## src/selective_repeat_receiver_macros.svh

```systemverilog
// ----------------------------------------------------------------------------
// selective_repeat_receiver_macros
// assertion macros for the selective repeat receiver
// ----------------------------------------------------------------------------
`ifndef SELECTIVE_REPEAT_RECEIVER_MACROS_SVH
`define SELECTIVE_REPEAT_RECEIVER_MACROS_SVH

// same-cycle implication, checked out of reset
`define SRR_ASSERT_NOW(label, clk, rst_n, ante, cons, msg) \
    label: assert property (@(posedge clk) disable iff (!rst_n) (ante) |-> (cons)) \
        else $error(msg);

// next-cycle implication, checked out of reset
`define SRR_ASSERT_NEXT(label, clk, rst_n, ante, cons, msg) \
    label: assert property (@(posedge clk) disable iff (!rst_n) (ante) |=> (cons)) \
        else $error(msg);

`endif

```

## src/srr_pkg.sv

```systemverilog
// ----------------------------------------------------------------------------
// srr_pkg
// shared constants, types and helpers of the selective repeat receiver
// ----------------------------------------------------------------------------
`default_nettype none

package srr_pkg;

    localparam int WINDOW_MAX  = 32;
    localparam int MAX_PAYLOAD = 500;
    localparam int HEADER_SIZE = 12;

    localparam int SEQ_W    = 32;
    localparam int PLEN_W   = 10;
    localparam int PAY_W    = 9;
    localparam int HANDLE_W = 16;
    localparam int WIN_W    = 6;
    localparam int SLOT_W   = $clog2(WINDOW_MAX);
    localparam int TRIAL_W  = WIN_W + 1;
    localparam int CNT_W    = $clog2(SEQ_W);
    localparam int ENTRY_W  = PAY_W + HANDLE_W;

    localparam logic KIND_DELIVER = 1'b0;
    localparam logic KIND_ACK     = 1'b1;

    // remainder unit status
    typedef struct packed {
        logic busy;
        logic done;
    } modw_status_t;

    // window register as used: zero acts as one, large values saturate
    function automatic logic [WIN_W-1:0] active_window(input logic [WIN_W-1:0] raw);
        logic [WIN_W-1:0] w;
        w = raw;
        if (raw == '0)
        begin
            w = WIN_W'(1);
        end
        else if (raw > WIN_W'(WINDOW_MAX))
        begin
            w = WIN_W'(WINDOW_MAX);
        end
        return w;
    endfunction

    // payload byte count from total length, clipped at both ends
    function automatic logic [PAY_W-1:0] payload_bytes(input logic [PLEN_W-1:0] plen);
        logic [PLEN_W-1:0] p;
        p = '0;
        if (plen >= PLEN_W'(HEADER_SIZE))
        begin
            p = plen - PLEN_W'(HEADER_SIZE);
        end
        if (p > PLEN_W'(MAX_PAYLOAD))
        begin
            p = PLEN_W'(MAX_PAYLOAD);
        end
        return p[PAY_W-1:0];
    endfunction

endpackage

`default_nettype wire

```

## src/srr_ram.sv

```systemverilog
// ----------------------------------------------------------------------------
// srr_ram
// generic single write port ram with one registered read port
// ----------------------------------------------------------------------------
`default_nettype none

module srr_ram #(
    parameter int WIDTH = 8,
    parameter int DEPTH = 32
) (
    input  wire logic                     clk,
    input  wire logic                     we,
    input  wire logic [$clog2(DEPTH)-1:0] waddr,
    input  wire logic [WIDTH-1:0]         wdata,
    input  wire logic                     re,
    input  wire logic [$clog2(DEPTH)-1:0] raddr,
    output logic      [WIDTH-1:0]         rdata
);

    logic [WIDTH-1:0] mem [DEPTH];

    always_ff @(posedge clk)
    begin
        if (we)
        begin
            mem[waddr] <= wdata;
        end
        if (re)
        begin
            rdata <= mem[raddr];
        end
    end

endmodule

`default_nettype wire

```

## src/srr_modw.sv

```systemverilog
// ----------------------------------------------------------------------------
// srr_modw
// bit-serial remainder of a sequence number by the receive window
// ----------------------------------------------------------------------------
`default_nettype none

module srr_modw
    import srr_pkg::*;
(
    input  wire logic              clk,
    input  wire logic              rst_n,
    input  wire logic              start,
    input  wire logic [SEQ_W-1:0]  dividend,
    input  wire logic [WIN_W-1:0]  divisor,
    output modw_status_t           status,
    output logic      [SLOT_W-1:0] remainder
);

    logic [SLOT_W-1:0]  rem_reg;
    logic [SEQ_W-1:0]   dvd_reg;
    logic [CNT_W-1:0]   cnt_reg;
    logic               run_reg;
    logic               done_reg;
    logic [TRIAL_W-1:0] trial;
    logic [SLOT_W-1:0]  rem_next;

    // one restoring step per cycle, msb first
    always_comb
    begin
        trial    = TRIAL_W'({rem_reg, dvd_reg[SEQ_W-1]});
        rem_next = trial[SLOT_W-1:0];
        if (trial >= TRIAL_W'(divisor))
        begin
            rem_next = SLOT_W'(trial - TRIAL_W'(divisor));
        end
    end

    always_ff @(posedge clk or negedge rst_n)
    begin
        if (!rst_n)
        begin
            run_reg  <= 1'b0;
            done_reg <= 1'b0;
            cnt_reg  <= '0;
        end
        else
        begin
            done_reg <= 1'b0;
            if (start)
            begin
                run_reg <= 1'b1;
                cnt_reg <= CNT_W'(SEQ_W - 1);
            end
            else if (run_reg)
            begin
                if (cnt_reg == '0)
                begin
                    run_reg  <= 1'b0;
                    done_reg <= 1'b1;
                end
                else
                begin
                    cnt_reg <= cnt_reg - CNT_W'(1);
                end
            end
        end
    end

    always_ff @(posedge clk)
    begin
        if (start)
        begin
            dvd_reg <= dividend;
            rem_reg <= '0;
        end
        else if (run_reg)
        begin
            dvd_reg <= {dvd_reg[SEQ_W-2:0], 1'b0};
            rem_reg <= rem_next;
        end
    end

    assign status.busy = run_reg;
    assign status.done = done_reg;
    assign remainder   = rem_reg;

endmodule

`default_nettype wire

```

## src/selective_repeat_receiver.sv

```systemverilog
// ----------------------------------------------------------------------------
// selective_repeat_receiver
// receive window of a selective repeat transport: stores in-window packets
// and releases them in sequence order, followed by a cumulative ack
// ----------------------------------------------------------------------------
//
//  channel   | handshake             | carries
//  ----------+-----------------------+------------------------------------------
//  packet in | start / busy          | seq_number, packet_length, payload_handle
//  window    | cfg_valid / cfg_ready | cfg_data (window size)
//  result    | result_valid (strobe) | result_kind, delivered_*, ack_number,
//            |                       | last_of_run
//
//  a request is accepted, then window-checked and written to its slot; a
//  stored packet then releases each in-order packet in turn, and a last step
//  ends the run and sends the ack when anything was delivered
//  a window write keeps busy high while the 32-step remainder unit works
//  out the slot of next_expected under the new window
//  reset is asynchronous; valid bits clear at once, so there is no clear pass
//  results are strobed for one cycle; the receiver cannot stall them
// ----------------------------------------------------------------------------
`default_nettype none

module selective_repeat_receiver
    import srr_pkg::*;
(
    input  wire logic                clk,
    input  wire logic                rst_n,
    // packet request
    input  wire logic                start,
    output logic                     busy,
    input  wire logic [SEQ_W-1:0]    seq_number,
    input  wire logic [PLEN_W-1:0]   packet_length,
    input  wire logic [HANDLE_W-1:0] payload_handle,
    // window register write
    input  wire logic                cfg_valid,
    output logic                     cfg_ready,
    input  wire logic [WIN_W-1:0]    cfg_data,
    // results
    output logic                     result_valid,
    output logic                     result_kind,
    output logic      [SEQ_W-1:0]    delivered_seq,
    output logic      [PAY_W-1:0]    delivered_length,
    output logic      [HANDLE_W-1:0] delivered_handle,
    output logic      [SEQ_W-1:0]    ack_number,
    output logic                     last_of_run
);

    typedef enum logic [1:0] {
        ST_IDLE,
        ST_MOD,
        ST_CHECK,
        ST_DRAIN
    } state_t;

    state_t state_reg;

    // architectural state
    logic [WIN_W-1:0]      window_reg;
    logic [SEQ_W-1:0]      ne_reg;       // next expected sequence number
    logic [SLOT_W-1:0]     ne_slot_reg;  // next expected mod window
    logic [WINDOW_MAX-1:0] valid_reg;

    // captured request
    logic [SEQ_W-1:0]    in_seq_reg;
    logic [PAY_W-1:0]    in_pay_reg;
    logic [HANDLE_W-1:0] in_handle_reg;
    logic                drained_reg;    // at least one delivery this request

    // result register
    logic                out_valid_reg;
    logic                out_kind_reg;
    logic [SEQ_W-1:0]    out_seq_reg;
    logic [SEQ_W-1:0]    out_ack_reg;
    logic                out_last_reg;
    logic                out_use_ram_reg;

    logic [WIN_W-1:0]    w_eff;
    logic                cfg_fire;
    logic                start_fire;

    // window check
    logic [SEQ_W:0]      diff;
    logic                below;
    logic                in_window;
    logic [TRIAL_W-1:0]  slot_sum;
    logic [SLOT_W-1:0]   wr_slot;

    // drain step
    logic                head_valid;
    logic [TRIAL_W-1:0]  slot_inc;
    logic [SLOT_W-1:0]   ne_slot_adv;

    // slot memory and remainder unit
    logic                ram_we;
    logic                ram_re;
    logic [ENTRY_W-1:0]  ram_wdata;
    logic [ENTRY_W-1:0]  ram_rdata;
    modw_status_t        mod_status;
    logic [SLOT_W-1:0]   mod_rem;

    assign w_eff      = active_window(window_reg);
    assign cfg_ready  = (state_reg == ST_IDLE) || (state_reg == ST_MOD);
    assign cfg_fire   = cfg_valid && cfg_ready;
    // a pending window write holds off packets in the same cycle
    assign busy       = (state_reg != ST_IDLE) || cfg_valid;
    assign start_fire = start && !busy;

    always_comb
    begin
        diff      = {1'b0, in_seq_reg} - {1'b0, ne_reg};
        below     = diff[SEQ_W];
        in_window = !below && (diff[SEQ_W-1:0] < SEQ_W'(w_eff));
        // offset is below the window, so one conditional subtract wraps it
        slot_sum  = TRIAL_W'(ne_slot_reg) + TRIAL_W'(diff[WIN_W-1:0]);
        if (slot_sum >= TRIAL_W'(w_eff))
        begin
            slot_sum = slot_sum - TRIAL_W'(w_eff);
        end
        wr_slot   = slot_sum[SLOT_W-1:0];
    end

    always_comb
    begin
        head_valid = valid_reg[ne_slot_reg];
        slot_inc   = TRIAL_W'(ne_slot_reg) + TRIAL_W'(1);
        if (ne_reg == '1)
        begin
            // counter wraps to zero, which is slot zero for any window
            ne_slot_adv = '0;
        end
        else if (slot_inc >= TRIAL_W'(w_eff))
        begin
            ne_slot_adv = '0;
        end
        else
        begin
            ne_slot_adv = slot_inc[SLOT_W-1:0];
        end
    end

    assign ram_we    = (state_reg == ST_CHECK) && in_window;
    assign ram_wdata = {in_pay_reg, in_handle_reg};
    assign ram_re    = (state_reg == ST_DRAIN) && head_valid;

    srr_ram #(
        .WIDTH (ENTRY_W),
        .DEPTH (WINDOW_MAX)
    ) u_slot_ram (
        .clk   (clk),
        .we    (ram_we),
        .waddr (wr_slot),
        .wdata (ram_wdata),
        .re    (ram_re),
        .raddr (ne_slot_reg),
        .rdata (ram_rdata)
    );

    // restart on every window write; the new window is in place next cycle
    srr_modw u_modw (
        .clk       (clk),
        .rst_n     (rst_n),
        .start     (cfg_fire),
        .dividend  (ne_reg),
        .divisor   (w_eff),
        .status    (mod_status),
        .remainder (mod_rem)
    );

    always_ff @(posedge clk or negedge rst_n)
    begin
        if (!rst_n)
        begin
            state_reg     <= ST_IDLE;
            window_reg    <= WIN_W'(1);
            ne_reg        <= SEQ_W'(1);
            ne_slot_reg   <= '0;
            valid_reg     <= '0;
            drained_reg   <= 1'b0;
            out_valid_reg <= 1'b0;
            out_kind_reg  <= KIND_DELIVER;
            out_seq_reg   <= '0;
            out_ack_reg   <= '0;
            out_last_reg  <= 1'b0;
        end
        else
        begin
            out_valid_reg <= 1'b0;
            unique case (state_reg)
                ST_IDLE:
                begin
                    priority if (cfg_fire)
                    begin
                        window_reg <= cfg_data;
                        state_reg  <= ST_MOD;
                    end
                    else if (start_fire)
                    begin
                        state_reg <= ST_CHECK;
                    end
                end
                ST_MOD:
                begin
                    priority if (cfg_fire)
                    begin
                        window_reg <= cfg_data;
                    end
                    else if (mod_status.done)
                    begin
                        ne_slot_reg <= mod_rem;
                        state_reg   <= ST_IDLE;
                    end
                end
                ST_CHECK:
                begin
                    drained_reg <= 1'b0;
                    priority if (below)
                    begin
                        // old packet: ack only
                        out_valid_reg <= 1'b1;
                        out_kind_reg  <= KIND_ACK;
                        out_ack_reg   <= ne_reg;
                        out_last_reg  <= 1'b1;
                        state_reg     <= ST_IDLE;
                    end
                    else if (in_window)
                    begin
                        valid_reg[wr_slot] <= 1'b1;
                        state_reg          <= ST_DRAIN;
                    end
                    else
                    begin
                        state_reg <= ST_IDLE;
                    end
                end
                ST_DRAIN:
                begin
                    if (head_valid)
                    begin
                        // data comes out of the ram in the next cycle
                        valid_reg[ne_slot_reg] <= 1'b0;
                        out_valid_reg          <= 1'b1;
                        out_kind_reg           <= KIND_DELIVER;
                        out_seq_reg            <= ne_reg;
                        out_last_reg           <= 1'b0;
                        ne_reg                 <= ne_reg + SEQ_W'(1);
                        ne_slot_reg            <= ne_slot_adv;
                        drained_reg            <= 1'b1;
                    end
                    else
                    begin
                        if (drained_reg)
                        begin
                            out_valid_reg <= 1'b1;
                            out_kind_reg  <= KIND_ACK;
                            out_ack_reg   <= ne_reg;
                            out_last_reg  <= 1'b1;
                        end
                        state_reg <= ST_IDLE;
                    end
                end
                default:
                begin
                    state_reg <= ST_IDLE;
                end
            endcase
        end
    end

    // request capture and ram select of the result
    always_ff @(posedge clk)
    begin
        if (start_fire)
        begin
            in_seq_reg    <= seq_number;
            in_pay_reg    <= payload_bytes(packet_length);
            in_handle_reg <= payload_handle;
        end
        out_use_ram_reg <= ram_re;
    end

    assign result_valid     = out_valid_reg;
    assign result_kind      = out_kind_reg;
    assign last_of_run      = out_last_reg;
    assign delivered_seq    = (out_kind_reg == KIND_DELIVER) ? out_seq_reg : '0;
    assign ack_number       = (out_kind_reg == KIND_ACK) ? out_ack_reg : '0;
    assign delivered_length = out_use_ram_reg ? ram_rdata[ENTRY_W-1:HANDLE_W] : '0;
    assign delivered_handle = out_use_ram_reg ? ram_rdata[HANDLE_W-1:0] : '0;

`include "selective_repeat_receiver_macros.svh"

    `SRR_ASSERT_NOW(a_slot_in_window, clk, rst_n, (state_reg != ST_MOD), (TRIAL_W'(ne_slot_reg) < TRIAL_W'(w_eff)), "next expected slot outside window")

    `SRR_ASSERT_NEXT(a_delivery_advances, clk, rst_n, ((state_reg == ST_DRAIN) && head_valid), (ne_reg == $past(ne_reg) + SEQ_W'(1)), "delivery did not advance next expected")

    `SRR_ASSERT_NEXT(a_delivery_reads_ram, clk, rst_n, ((state_reg == ST_DRAIN) && head_valid), (result_valid && out_use_ram_reg && (result_kind == KIND_DELIVER)), "delivery strobe without slot read")

    `SRR_ASSERT_NOW(a_ack_closes_run, clk, rst_n, (result_valid && (result_kind == KIND_ACK)), (last_of_run && !out_use_ram_reg), "ack not marked as last of run")

    `SRR_ASSERT_NEXT(a_accept_goes_busy, clk, rst_n, start_fire, (state_reg == ST_CHECK), "accepted packet not checked")

    `SRR_ASSERT_NOW(a_mod_in_progress, clk, rst_n, (state_reg == ST_MOD), (mod_status.busy || mod_status.done), "remainder unit idle during window update")

endmodule

`default_nettype wire
```

## config.mk

```make
export PLATFORM = sky130hd
export DESIGN_NAME = selective_repeat_receiver
export DESIGN_NICKNAME = d
export VERILOG_FILES = /design/src/srr_pkg.sv /design/src/srr_ram.sv /design/src/srr_modw.sv /design/src/selective_repeat_receiver.sv
export VERILOG_INCLUDE_DIRS = /design/src /design/src/src
export SDC_FILE = /design/constraint.sdc
export NUM_CORES = 1
export LEC_CHECK = 0
export ABC_AREA = 1
export BUFFER_PORTS_ARGS = -buffer_cell sky130_fd_sc_hd__buf_2
export CORE_MARGIN = 8
export CORE_UTILIZATION = 65
export DETAILED_ROUTE_END_ITERATION = 16
export HOLD_SLACK_MARGIN = 0.03
export PLACE_DENSITY = 0.83
export SETUP_SLACK_MARGIN = 0.2
export SLEW_MARGIN = 10
export SYNTH_ARGS = -nofsm -noshare
export SYNTH_HDL_FRONTEND = slang
export SYNTH_HIERARCHICAL = 1
export SYNTH_SLANG_ARGS = --single-unit
```

## constraint.sdc

```tcl
create_clock -name clk -period 8.9 [get_ports clk]
set_input_delay 0 -clock clk [delete_from_list [all_inputs] [get_ports clk]]
set_output_delay 0 -clock clk [all_outputs]
set_load 0.05 [all_outputs]
```

=== Yosys cells after proc, flatten, opt, wreduce, memory -nomap -nowiden ===
Memory sizes are Yosys's and may differ from the RTL's. A register that Yosys moved wholly into a read port is not among the register bits.
Cells that the tools add are included.

* Register bits: 246
* Bits in latches: 0
* Memory bits (writable): 800
* Bits in read-only memories: 0
* Bits of input ports: 68
* Output and inout port bits: 94
* Logic and storage cells: 146
* Memories kept: 1

* $add $sub $neg: 8
* $mul: 0
* Div/mod/pow operators: 0
* Order comparisons: 11
* Equality and inequality tests: 15
* Shift-type cells: 0
* Mux-type cells: 61
* Bitwise logic cells: 3
* Reduce and logical (&&, ||, !) cells: 28

{| class="wikitable"
|+ Memory list
! memory !! words !! width !! rd ports !! clocked after Yosys merged registers in !! wr ports !! line !! text
|-
| u_slot_ram.mem || 32 || 25 || 1 || 1 || 1 || srr_ram.sv:20 || <nowiki>logic [WIDTH-1:0] mem [DEPTH];</nowiki>
|}

{| class="wikitable"
|+ Operators with widths
! kind !! count
|-
| 32-bit two-way mux || 10
|-
| 32-bit one-hot mux with 2 select lines || 2
|-
| 5-bit two-way mux || 10
|-
| 32-bit by 32-bit subtractor with 33-bit output || 1
|-
| 32-bit by 1-bit adder with 32-bit output, second input constant || 1
|-
| 32-bit bitwise AND || 1
|-
| 32-bit equality test, second input constant || 1
|-
| 32-bit by 6-bit < comparator with 1-bit output || 1
|-
| 32-bit NOT || 1
|-
| 32-bit bitwise OR || 1
|-
| 10-bit two-way mux || 2
|-
| 1-bit two-way mux || 18
|-
| 16-bit two-way mux || 1
|-
| 2-bit != test, second input constant || 8
|-
| 4-bit AND reduction || 4
|-
| 2-bit two-way mux || 7
|-
| 6-bit greater-or-equal comparator || 2
|-
| 5-bit by 6-bit < comparator with 1-bit output, second input constant || 2
|-
| 6-bit two-way mux || 2
|-
| 1-bit demux with 5-bit select || 2
|-
| 10-bit by 4-bit greater-or-equal comparator with 1-bit output, second input constant || 1
|-
| 5-bit by 1-bit greater-or-equal comparator with 1-bit output, second input constant || 2
|-
| 10-bit by 9-bit greater-than comparator with 1-bit output, second input constant || 1
|-
| 5-bit one-hot mux with 2 select lines || 1
|-
| other kinds (25) || 44
|}

=== Depth between registers and ports, before layout ===
* Depth in word-level cells: 13
* Mapped depth: 25
* Mapped depth without buffers: 25

=== Modules after synthesis ===
The synthesis kept the hierarchy.

{| class="wikitable"
|+ Modules (own cells, without submodules)
! module !! times used !! cells each !! area each (um^2) !! sequential area each (um^2)
|-
| srr_ram || 1 || 2774 || 33432.1 || 24773.8
|-
| selective_repeat_receiver || 1 || 1888 || 13355.3 || 5337.6
|-
| srr_modw || 1 || 248 || 2224.6 || 1236.2
|}

=== Worst setup path after synthesis ===
OpenSTA, ideal clock, no wires.

* Path type: register -> register
* From: register ne_reg[0]
* To: memory u_slot_ram/mem[0][0] (netlist bit), enable pin
* Setup time: 0.407 ns
* Arrival time: 4.749 ns
* Data required time: 8.493 ns
* Slack: 3.744 ns
* Cell stages (with the launch flop): 17
* Buffers on the path: 0
* Period minus slack after synthesis: 5.156 ns
* Cell sequence: dfstp_2 > ha_1 > fa_1 > fa_1 > xnor2_1 > ha_1 > a21oi_1 > nand2_1 > nand2_1 > a31oi_1 > o21ai_2 > nand2_8 > o21ai_4 > inv_4 > inv_1 > nand3_1 > nor2_1

* Elaborated cells between the ends (all ways): 11
* Those cells by class: add/sub: 3; order compare: 2; mux: 3; reduce/logical: 3

{| class="wikitable"
|+ RTL lines
! what !! line !! text
|-
| start: declaration || selective_repeat_receiver.sv:60 || <nowiki>logic [SEQ_W-1:0] ne_reg;</nowiki>
|-
| start signal: assignment || selective_repeat_receiver.sv:246 || <nowiki>ne_reg <= ne_reg + SEQ_W'(1);</nowiki>
|-
| 32-bit by 32-bit subtractor with 33-bit output * || selective_repeat_receiver.sv:111 || <nowiki>diff = {1'b0, in_seq_reg} - {1'b0, ne_reg};</nowiki>
|-
| 5-bit by 6-bit adder with 7-bit output * || selective_repeat_receiver.sv:115 || <nowiki>slot_sum = TRIAL_W'(ne_slot_reg) + TRIAL_W'(diff[WIN_W-1:0]);</nowiki>
|-
| 7-bit by 6-bit greater-or-equal comparator with 1-bit output / 5-bit subtractor (equally long branches) || selective_repeat_receiver.sv:116, selective_repeat_receiver.sv:118 ||
|-
| 5-bit two-way mux * || selective_repeat_receiver.sv:116 || <nowiki>if (slot_sum >= TRIAL_W'(w_eff))</nowiki>
|-
| named net slot_sum[0] || selective_repeat_receiver.sv:86 || <nowiki>logic [TRIAL_W-1:0] slot_sum;</nowiki>
|-
| end: declaration || srr_ram.sv:20 ||
|}

Mark *: on every way through the listed nets, which the timed path passes. The rest lies on a longest branch.

=== Worst setup path in the final report ===
* From: register ne_reg[2]
* To: memory u_slot_ram/mem[6][4] (netlist bit), enable pin

* Elaborated cells between the ends (all ways): 11
* Those cells by class: add/sub: 3; order compare: 2; mux: 3; reduce/logical: 3

{| class="wikitable"
|+ RTL lines
! what !! line
|-
| 32-bit by 32-bit subtractor with 33-bit output || selective_repeat_receiver.sv:111
|-
| 5-bit by 6-bit adder with 7-bit output || selective_repeat_receiver.sv:115
|-
| 7-bit by 6-bit greater-or-equal comparator with 1-bit output || selective_repeat_receiver.sv:116
|-
| 5-bit two-way mux || selective_repeat_receiver.sv:116
|-
| named net slot_sum[0] || selective_repeat_receiver.sv:86
|}

The timed path passes the listed nets, and every way through them passes these cells.

==> results.sh <==
export IMPL_crit_buf_inv=5
export IMPL_cp_start_kind="register"
export IMPL_rsz0062_at_grt="false"
export IMPL_grt_busiest_layer="met2"
export IMPL_place_congestion=0.9642
export IMPL_cts_buffers=106
export IMPL_worst_pin_slew_ns=1.213
export IMPL_coreArea_um2=74570
export IMPL_syn_nets=5049
export IMPL_path_common_cell="inv_1"
export IMPL_status="complete, no violations"
export IMPL_crit_family="simple AND/OR/NAND/NOR gates"
export IMPL_fin_setup_tns_ns=0
export IMPL_p_int_uw=10220
export IMPL_min_period_ns=5.852
export IMPL_cts_buffer_depth=3
export IMPL_grt_pass1_vias=36290
export IMPL_drive_gt1_share_pct=9.648
export IMPL_swShare_pct=42.98
export IMPL_p_clk_share_pct=25.0
export IMPL_antenna_found_initial=4
export IMPL_pin_count=162
export IMPL_endpoint_kind="register"
export IMPL_start_util_pct=65.71
export IMPL_powerDensity_nw_per_um2=326.7
export IMPL_rows=100
export IMPL_grt_pass1_wl_um=204100
export IMPL_required_ns=9.19
export IMPL_grt_util_met2_pct=50.94
export IMPL_max_vdd_ir_drop_mv=0.4465
export IMPL_cp_arrival_ns=6.15
export IMPL_clkSinkCount=1071
export IMPL_gr_usage_met3_pct=5.826
export IMPL_vias=37260
export IMPL_wl_per_cell_um=21.62
export IMPL_clkSlewWorstSetupHoldPaths_ns=0.07
export IMPL_p_leak_uw=0.02306
export IMPL_n_antenna_cell=0
export IMPL_hp_class="input pin to register"
export IMPL_floorplan_die_area_um2=84430
export IMPL_cpPeakStageDelay_ns=0.98
export IMPL_crit_type="register to register"
export IMPL_cts_root_buf="clkbuf_16"
export IMPL_drt_wl_total_um=133900
export IMPL_largest_reg_flops=800
export IMPL_cts_tree="yes"
export IMPL_grt_util_met1_pct=38.77
export IMPL_p_seq_share_pct=33.1
export IMPL_hpwl_um=79390
export IMPL_combPwrFrac_pct=42.0
export IMPL_die_h_um=290.6
export IMPL_cts_resized_gates=0
export IMPL_critical_path_cell_chain="inv_1, ha_1, a21oi_1, nand2_1, xor2_1, ha_1, nand2_1, nor2_1, a211oi_1, xor2_1, inv_1, ha_1, inv_1, a31oi_1, o21ai_2, nand2_8, o21ai_4, inv_4, inv_1, nand3_1, nor2_4"
export IMPL_grt_max_degree=226
export IMPL_port_buffer_count=161
export IMPL_drt_pass1_iterations=6
export IMPL_period_share_pct=65.76
export IMPL_synth_cell_area_um2=49000
export IMPL_slew_violations=0
export IMPL_clkLatencyLatePin_ns=0.70
export IMPL_cts_hold_buf=119
export IMPL_ys_warn_count=6
export IMPL_dp_cells=5880
export IMPL_top_register="u_slot_ram/mem"
export IMPL_cap_violations=0
export IMPL_drc=0
export IMPL_relSlewSlack_pct=19.15
export IMPL_cts_setup_buffers=0
export IMPL_grt_overflow_total=0
export IMPL_hold_viol_final=0
export IMPL_p_switching_uw=7707
export IMPL_syn_to_final_growth_pct=12.01
export IMPL_fin_skew_ns=0.03468
export IMPL_grt_usage_pct=30.76
export IMPL_die_w_um=290.6
export IMPL_final_antenna_net_count=0
export IMPL_nets=5278
export IMPL_instances_no_fill=6193
export IMPL_setup_viol=0
export IMPL_postSynthCellCount=4909
export IMPL_crit_fanout=25
export IMPL_postSynthAreaPerCell_um2=9.983
export IMPL_htreeDepth=3
export IMPL_vias_per_cell=6.017
export IMPL_slowest_stage="nor2_4"
export IMPL_fmaxAchievable_mhz=170.9
export IMPL_drtIter0Drc=5090
metal layers:
layer	part of all wire, %	vias up
met3	11	421
met2	48	2437
met4	5.4	0
li1	-	16780
met5	0	-
met1	36	17630
path summary, 6_finish.rpt:
| check | startpoint | end | slack (ns) | depth (start not counted) |
|---|---|---|---|---|
| max | ne_reg[2]$_DFFE_PN0P_ | u_slot_ram/mem[6][4]$_DFFE_PP_ | 3.05 | 21 |
| min | seq_number[27] | in_seq_reg[27]$_DFFE_PP_ | 0.05 | 2 |
| max reg2reg | ne_reg[2]$_DFFE_PN0P_ | u_slot_ram/mem[6][4]$_DFFE_PP_ | 3.05 | 21 |
| min reg2reg | out_ack_reg[1]$_DFFE_PN0P_ | out_ack_reg[1]$_DFFE_PN0P_ | 0.50 | 2 |
| max in group asynchronous | rst_n | ne_slot_reg[1]$_DFFE_PN0P_ | 7.51 | 4 |
| min in group asynchronous | rst_n | ne_reg[14]$_DFFE_PN0P_ | 0.31 | 3 |
area by class of cell:
class | instances | area [µm²]
flip-flops and latches | 1071 | 31360
fillers | 4790 | 19680
multi-input cells | 3241 | 14910
clock buffers | 134 | 2819
repair buffers | 344 | 2514
inverters | 374 | 1429
well taps | 969 | 1212
clock inverters | 60 | 646.9
worst reg2reg max path: cells and delay by family (launching register included):
| kind | cells | cell delay [ns] |
|---|---|---|
| XOR/XNOR | 2 | 0.53 |
| buffers and inverters | 5 | 0.52 |
| flip-flops | 1 | 0.40 |
| AND/OR/NAND/NOR | 6 | 1.93 |
| adder cells (fa/ha/maj) | 3 | 1.02 |
| AO/OA/AOI/OAI | 5 | 1.07 |
cell usage in the layout, fill, tap and decap left out, drive strengths merged, types with 4 or more instances in the layout:
master,n
nand2,1900
dfrtp,149
xnor2,9
xor2,48
ha,68
nand3,707
buf,226
edfxtp,914
o21ai,146
and2,4
inv,375
nand4,25
a31oi,5
a21oi,40
clkinv,44
fa,4
clkinvlp,5
nand3b,9
dfxtp,6
nor3,36
clkbuf,134
nor2,227
bufinv,10
dlygate4sd3,118
metrics by stage:
stage | setup slack (ns) | area [µm²] | hold WS [ns] | util (%) | power [µW]
after floorplan | 3.744 | 49000 | -0.2956 | - | 11290
after global placement | 3.048 | 50200 | 0.1540 | 67.31 | 12980
after detailed placement | 3.008 | 50210 | 0.1643 | 67.33 | 13230
after CTS | 2.870 | 54880 | 0.03008 | 73.59 | 17740
after global routing | 2.800 | 54890 | 0.04854 | 73.61 | 18780
final | 3.048 | 54890 | 0.04728 | 73.61 | 17930
power groups by stage:
| stage | clock [µW] | combinational [µW] | sequential [µW] |
|---|---|---|---|
| floorplan | 0 | 5310 | 5980 |
| global placement | 0 | 6960 | 6020 |
| detailed placement | 0 | 7200 | 6020 |
| CTS | 4480 | 7340 | 5920 |
| global route | 4680 | 8150 | 5940 |
| finish | 4480 | 7530 | 5930 |
Note: power is estimated with default switching activity, not from simulation.
